**src/hw/rtl/sha1he_pkg.sv**
```systemverilog
// Shared types, constants and helpers for the SHA-1 hash engine.
package sha1he_pkg;

	typedef logic [31:0] word_t;

	localparam int unsigned NUM_CHAIN   = 5;
	localparam int unsigned NUM_SCHED   = 16;
	localparam int unsigned BLOCK_BYTES = 64;

	localparam logic [6:0] LAST_ROUND = 7'd79;
	localparam logic [5:0] LAST_FILL  = 6'd63;
	localparam logic [5:0] LEN_POS    = 6'd55;
	localparam logic [2:0] LAST_INDEX = 3'd4;

	localparam logic       CMD_ABSORB = 1'b0;
	localparam logic       CMD_FINISH = 1'b1;

	localparam logic [7:0] PAD_BYTE = 8'h80;

	localparam word_t K_0 = 32'h5a827999;
	localparam word_t K_1 = 32'h6ed9eba1;
	localparam word_t K_2 = 32'h8f1bbcdc;
	localparam word_t K_3 = 32'hca62c1d6;

	localparam word_t H_INIT [NUM_CHAIN] = '{
		32'h67452301, 32'hefcdab89, 32'h98badcfe, 32'h10325476, 32'hc3d2e1f0
	};

	function automatic word_t rotl1(input word_t v);
		return {v[30:0], v[31]};
	endfunction

	function automatic word_t rotl5(input word_t v);
		return {v[26:0], v[31:27]};
	endfunction

	function automatic word_t rotl30(input word_t v);
		return {v[1:0], v[31:2]};
	endfunction

endpackage

```
**src/hw/rtl/sha1_hash_engine_unit.sv**
```systemverilog
// SHA-1 hash engine: byte absorb, padding, 80-round compression and digest output.
// An absorb transfer leaves the engine ready again, except the one that completes a
// 64-byte block: it is followed by a busy phase (80 rounds, one per cycle through the
// single round adder, then a fold step that adds the working words into the chaining
// words). A finish transfer starts compression of the padded block, and of a second
// block when the padding spills over (message length mod 64 above 55), after which the
// five digest words H0..H4 leave as five output transfers, the last one marked.
// in_ready is low while a block is compressed and while the digest is being sent; the
// engine then restarts with the initial chaining values for the next message.
module sha1_hash_engine_unit
	import sha1he_pkg::*;
(
	input  logic        clk,
	input  logic        arst_n,
	input  logic        in_valid,
	output logic        in_ready,
	input  logic        command,
	input  logic [7:0]  data_byte,
	output logic        out_valid,
	input  logic        out_ready,
	output logic [31:0] digest_word,
	output logic [2:0]  word_index,
	output logic        last_word
);

	localparam logic [2:0] S_IDLE  = 3'd0;
	localparam logic [2:0] S_ROUND = 3'd1;
	localparam logic [2:0] S_FOLD  = 3'd2;
	localparam logic [2:0] S_EMIT  = 3'd3;

	logic [2:0]  state_q;
	logic [6:0]  round_q;
	logic [5:0]  fill_q;
	logic [60:0] byte_cnt_q;
	logic        final_q;
	logic        need_len_q;
	logic [2:0]  idx_q;
	word_t       chain_q [NUM_CHAIN];
	word_t       sched_q [NUM_SCHED];
	word_t       work_q  [NUM_CHAIN];

	logic        in_fire;
	logic        out_fire;
	logic        start_cmp;
	logic [63:0] len_bits;
	word_t       f_val;
	word_t       k_val;
	word_t       round_sum;
	word_t       fold_sum [NUM_CHAIN];

	assign in_ready  = (state_q == S_IDLE);
	assign out_valid = (state_q == S_EMIT);
	assign in_fire   = in_valid && in_ready;
	assign out_fire  = out_valid && out_ready;
	assign start_cmp = in_fire && ((command == CMD_FINISH) || (fill_q == LAST_FILL));
	assign len_bits  = {byte_cnt_q, 3'b000};

	assign digest_word = chain_q[idx_q];
	assign word_index  = idx_q;
	assign last_word   = (idx_q == LAST_INDEX);

	always_comb begin
		if (round_q < 7'd20) begin
			f_val = (work_q[1] & work_q[2]) ^ (~work_q[1] & work_q[3]);
			k_val = K_0;
		end else if (round_q < 7'd40) begin
			f_val = work_q[1] ^ work_q[2] ^ work_q[3];
			k_val = K_1;
		end else if (round_q < 7'd60) begin
			f_val = (work_q[1] & work_q[2]) ^ (work_q[1] & work_q[3])
				^ (work_q[2] & work_q[3]);
			k_val = K_2;
		end else begin
			f_val = work_q[1] ^ work_q[2] ^ work_q[3];
			k_val = K_3;
		end
		round_sum = rotl5(work_q[0]) + f_val + work_q[4] + k_val + sched_q[0];
		for (int i = 0; i < NUM_CHAIN; i++) begin
			fold_sum[i] = chain_q[i] + work_q[i];
		end
	end

	always_ff @(posedge clk) begin
		case (state_q)
			S_IDLE: begin
				if (in_fire) begin
					if (command == CMD_ABSORB) begin
						sched_q[fill_q[5:2]][8*(3-fill_q[1:0]) +: 8] <= data_byte;
					end else begin
						for (int j = 0; j < BLOCK_BYTES; j++) begin
							if (6'(j) == fill_q) begin
								sched_q[j/4][8*(3-(j%4)) +: 8] <= PAD_BYTE;
							end else if ((6'(j) > fill_q)
								&& ((6'(j) <= LEN_POS) || (fill_q > LEN_POS))) begin
								sched_q[j/4][8*(3-(j%4)) +: 8] <= 8'h00;
							end
						end
						if (fill_q <= LEN_POS) begin
							sched_q[14] <= len_bits[63:32];
							sched_q[15] <= len_bits[31:0];
						end
					end
				end
				if (start_cmp) begin
					for (int i = 0; i < NUM_CHAIN; i++) begin
						work_q[i] <= chain_q[i];
					end
				end
			end
			S_ROUND: begin
				for (int i = 0; i < NUM_SCHED - 1; i++) begin
					sched_q[i] <= sched_q[i+1];
				end
				sched_q[NUM_SCHED-1] <= rotl1(sched_q[13] ^ sched_q[8] ^ sched_q[2]
					^ sched_q[0]);
				work_q[0] <= round_sum;
				work_q[1] <= work_q[0];
				work_q[2] <= rotl30(work_q[1]);
				work_q[3] <= work_q[2];
				work_q[4] <= work_q[3];
			end
			S_FOLD: begin
				if (need_len_q) begin
					for (int i = 0; i < NUM_SCHED - 2; i++) begin
						sched_q[i] <= '0;
					end
					sched_q[14] <= len_bits[63:32];
					sched_q[15] <= len_bits[31:0];
					for (int i = 0; i < NUM_CHAIN; i++) begin
						work_q[i] <= fold_sum[i];
					end
				end
			end
			default: begin
			end
		endcase
	end

	always_ff @(posedge clk or negedge arst_n) begin
		if (!arst_n) begin
			state_q    <= S_IDLE;
			round_q    <= '0;
			fill_q     <= '0;
			byte_cnt_q <= '0;
			final_q    <= 1'b0;
			need_len_q <= 1'b0;
			idx_q      <= '0;
			for (int i = 0; i < NUM_CHAIN; i++) begin
				chain_q[i] <= H_INIT[i];
			end
		end else begin
			case (state_q)
				S_IDLE: begin
					if (in_fire) begin
						round_q <= '0;
						if (command == CMD_ABSORB) begin
							fill_q     <= fill_q + 6'd1;
							byte_cnt_q <= byte_cnt_q + 61'd1;
							final_q    <= 1'b0;
							need_len_q <= 1'b0;
							if (fill_q == LAST_FILL) begin
								state_q <= S_ROUND;
							end
						end else begin
							fill_q     <= '0;
							final_q    <= 1'b1;
							need_len_q <= (fill_q > LEN_POS);
							state_q    <= S_ROUND;
						end
					end
				end
				S_ROUND: begin
					round_q <= round_q + 7'd1;
					if (round_q == LAST_ROUND) begin
						state_q <= S_FOLD;
					end
				end
				S_FOLD: begin
					for (int i = 0; i < NUM_CHAIN; i++) begin
						chain_q[i] <= fold_sum[i];
					end
					round_q <= '0;
					idx_q   <= '0;
					if (!final_q) begin
						state_q <= S_IDLE;
					end else if (need_len_q) begin
						need_len_q <= 1'b0;
						state_q    <= S_ROUND;
					end else begin
						state_q <= S_EMIT;
					end
				end
				S_EMIT: begin
					if (out_fire) begin
						if (idx_q == LAST_INDEX) begin
							for (int i = 0; i < NUM_CHAIN; i++) begin
								chain_q[i] <= H_INIT[i];
							end
							byte_cnt_q <= '0;
							final_q    <= 1'b0;
							idx_q      <= '0;
							state_q    <= S_IDLE;
						end else begin
							idx_q <= idx_q + 3'd1;
						end
					end
				end
				default: begin
					state_q <= S_IDLE;
				end
			endcase
		end
	end

	a_busy_exclusive: assert property (@(posedge clk) disable iff (!arst_n)
		!(in_ready && out_valid))
		else $error("input and output sides open at once");

	a_round_bound: assert property (@(posedge clk) disable iff (!arst_n)
		(state_q == S_ROUND) |-> (round_q <= LAST_ROUND))
		else $error("round counter past last round");

	a_full_block_busy: assert property (@(posedge clk) disable iff (!arst_n)
		(in_fire && (command == CMD_ABSORB) && (fill_q == LAST_FILL)) |=> !in_ready)
		else $error("full block did not start compression");

	a_last_returns_idle: assert property (@(posedge clk) disable iff (!arst_n)
		(out_fire && last_word) |=> (in_ready && (fill_q == '0) && (byte_cnt_q == '0)))
		else $error("engine did not restart after digest");

	a_index_range: assert property (@(posedge clk) disable iff (!arst_n)
		out_valid |-> (word_index <= LAST_INDEX))
		else $error("digest word index out of range");

endmodule

```
**config.mk**
```make
export PLATFORM = sky130hd
export DESIGN_NAME = sha1_hash_engine_unit
export DESIGN_NICKNAME = d
export VERILOG_FILES = /design/src/hw/rtl/sha1he_pkg.sv /design/src/hw/rtl/sha1_hash_engine_unit.sv
export SDC_FILE = /design/constraint.sdc
export NUM_CORES = 2
export LEC_CHECK = 0
export BUFFER_PORTS_ARGS = -buffer_cell sky130_fd_sc_hd__buf_2
export CORE_MARGIN = 2
export CORE_UTILIZATION = 30
export CTS_CLUSTER_DIAMETER = 120
export DETAILED_ROUTE_END_ITERATION = 16
export REMOVE_ABC_BUFFERS = 1
export SYNTH_ARGS = -nofsm -noshare
export SYNTH_HDL_FRONTEND = slang
export SYNTH_SLANG_ARGS = --single-unit
```
**constraint.sdc**
```tcl
create_clock -name clk -period 13.7 [get_ports clk]
set_clock_uncertainty 0.05 [all_clocks]
set_input_delay 2.74 -clock clk [delete_from_list [all_inputs] [get_ports clk]]
set_output_delay 2.74 -clock clk [all_outputs]
set_load 0.02 [all_outputs]
```
==> metrics.cfg <==
[global_route]
met1_usage=0.281
use_met2=0.309
grt_pass1_wl_mm=282
grt.met3_usage=0.0380
antenna_found_initial=5
grt_busiest_layer=met2
grt_max_degree=204
grt-ovfl-total=0
grt_pass1_vias=42400
track_usage=0.198

[drt]
drt-wirelength-per-cell_um=24.5
antenna_left=0
totalWireLength_mm=189
vias_per_cell=5.73
num_vias=44300
drtIter0Drc=5276
drcViolationCount=0
firstDrtPassIters=6

[finish]
drive_gt1_frac=0.0821
finalNetCount=5534
fin_util=0.334
area_growth_pct=10.9

[logic_synthesis]
synth-warning-count=0
ys_ff_latch=913
synth_fa_ha_area_frac=0.0903
synth.top_cell.area_share=0.366
synth_top_family_by_area=compound AO/OA/AOI/OAI gates
yosysTopAreaCell=edfxtp_1
seq_area_frac_synth=0.477
synth_area_um2=55200
synthMuxAreaShare=0.0215
synth_compound_area_frac=0.219
synthFlopType=edfxtp_1
synth_simple_gate_area_frac=0.107
synthArstFlopShare=0.264
synth_area_leaders=edfxtp_1 37%, dfrtp_1 7.3%, o21ai_0 5.1%
synth.cells.most_frequent=672 x edfxtp_1, 656 x nand2_1, 560 x o21ai_0
synthDistinctLibCells=86
avgSynthCellArea_um2=10.4
synth-edff-count=672
yosys.area_share.xor_xnor=0.0494
netlist_instances=5281
synth.most_common_cell=edfxtp_1

[sta]
fmax_mhz=132
rsz0062_at_grt=false
slew_viol_final=0
max_slew_margin=0.102
fin_crit_sh=0.552
period_minus_slack_ps=7560
fin_ws_ps=6140
tightest_slew_ps=1340
setup_viol=0
tns_ps=0
fin_hold_ws_ps=454
hold_viol=0

[placement]
preCtsSetupSlack_ps=6180
place.gp.congestion=0.904
numPortBuffers=50
hpwl_mm=133

[die]
die_x_um=433
ios=51
num_rows=157
die_h_um=433
core_area_um2=183000
dieArea_um2=187000
start_util=0.302

[setup_path]
r2r_start=round_q[4]$_DFFE_PN0P_
required_ps=14110
cp.arrival_ps=7980
cp-start-kind=flop
critPathCaptureType=flop
setup.worst_path.start=round_q[4]$_DFFE_PN0P_
critPathMaxFanout=17
ff2ff_path_depth=23
critical_path_class=flop to flop

[clock_network]
clockRootBuffer=clkbuf_16
path_clk_slew_ps=70
cts_max_level=3
cts_made_buffers=95
clkSinkCount=913
cts.hold.buffers_added=0
post_cts_buffers=0
cts_buffer_depth=3
clock_latency_ps=730
cts.repair.resized=0
cts_tree=done

[run_status]
outcome=completed

[min_path]
worstHoldPathType=flop to flop
holdPathStages=2
hp-start=sched_q[1][31]$_DFFE_PP_

[job]
maxCapViolations=0

area by class of cell:
type                       instances  area [um^2]
clock inverter                    35          419
multi-input combinational       3849        27000
clock buffer                     140         2710
sequential                       913        26300
tap                             2464         3080
antenna                            3         7.51
fill                           18400       122000
timing repair buffer             126          868
inverter                         210          788
state kept, by name (all words and copies together) (netlist names):
| name | cells |
|---|---|
| final_q | 1 |
| work_q | 160 |
| chain_q | 160 |
| state_q | 2 |
| fill_q | 6 |
| need_len_q | 1 |
| byte_cnt_q | 61 |
| word_index | 3 |
| sched_q | 512 |
| round_q | 7 |
path summary, 6_finish.rpt:
check	to	slack, ps
max	work_q[0][28]$_DFFE_PP_	6140
min	sched_q[0][31]$_DFFE_PP_	450
max reg2reg	work_q[0][28]$_DFFE_PP_	6140
min reg2reg	sched_q[0][31]$_DFFE_PP_	450
max in group asynchronous	byte_cnt_q[57]$_DFFE_PN0P_	9290
min in group asynchronous	chain_q[138]$_DFFE_PN0P_	1970
metal layers:
| layer | vias up | wire (um) |
|---|---|---|
| met5 | - | 30 |
| met4 | 4 | 5260 |
| met3 | 325 | 17200 |
| met2 | 2113 | 85700 |
| met1 | 22400 | 81200 |
| li1 | 19500 | - |
per-stage QoR:
stage,instances,area [um^2]
2_1_floorplan,4972,54000
3_3_place_gp,7561,58000
3_5_place_dp,7561,58000
4_1_cts,7736,61100
5_1_grt,7737,61100
6_report,7740,61100
placed cells by master (no fill, tap or decap), types with 31 or more instances in the layout:
master	netlist	layout
o22a_1	33	33
fa_1	120	120
buf_2	2	49
mux4_2	32	32
o21ai_0	560	558
nand3_1	82	82
mux2i_1	44	44
clkbuf_1	257	31
dfstp_2	80	80
dfrtp_1	161	159
nor2b_1	35	33
ha_1	206	206
clkbuf_16	0	97
inv_1	209	209
a22o_1	277	277
xor2_1	122	122
nor2_1	291	289
edfxtp_1	672	672
buf_4	3	72
o21bai_1	42	42
and2_1	43	41
xnor2_1	189	189
a211oi_1	32	32
o211ai_1	39	39
nand2_1	656	653
nor3_1	53	52
o21a_1	33	33
or3_1	33	33
o221ai_1	36	36
a22oi_1	184	184
a21o_1	70	70
a21oi_1	264	264
cells by family after synthesis:
| kind of cell | after synthesis |
|---|---|
| buf+inv | 519 |
| mux | 78 |
| flops | 913 |
| fa+ha+maj | 326 |
| xor+xnor | 311 |
| simple gates | 1335 |
| compound gates | 1799 |
worst max-delay path, cell delays in order, from the launching register on:
cell and delay (ps):
dfrtp_1 450, and3_1 240, nor3_1 660, inv_1 120, nand2_1 580, buf_4 380
inv_1 200, a221o_1 340, fa_1 460, fa_1 510, inv_1 50, fa_1 500
inv_1 40, ha_1 350, and4_1 270, nand3_1 140, a211oi_1 180, o21ai_0 230
a31oi_1 380, a41oi_1 240, a21boi_0 270, nor2_1 60, mux2_2 260, a221o_1 340
Power is left out: the tool's default activity adds up to more than one toggle a clock period on the data nets, which glitch-free logic cannot reach.
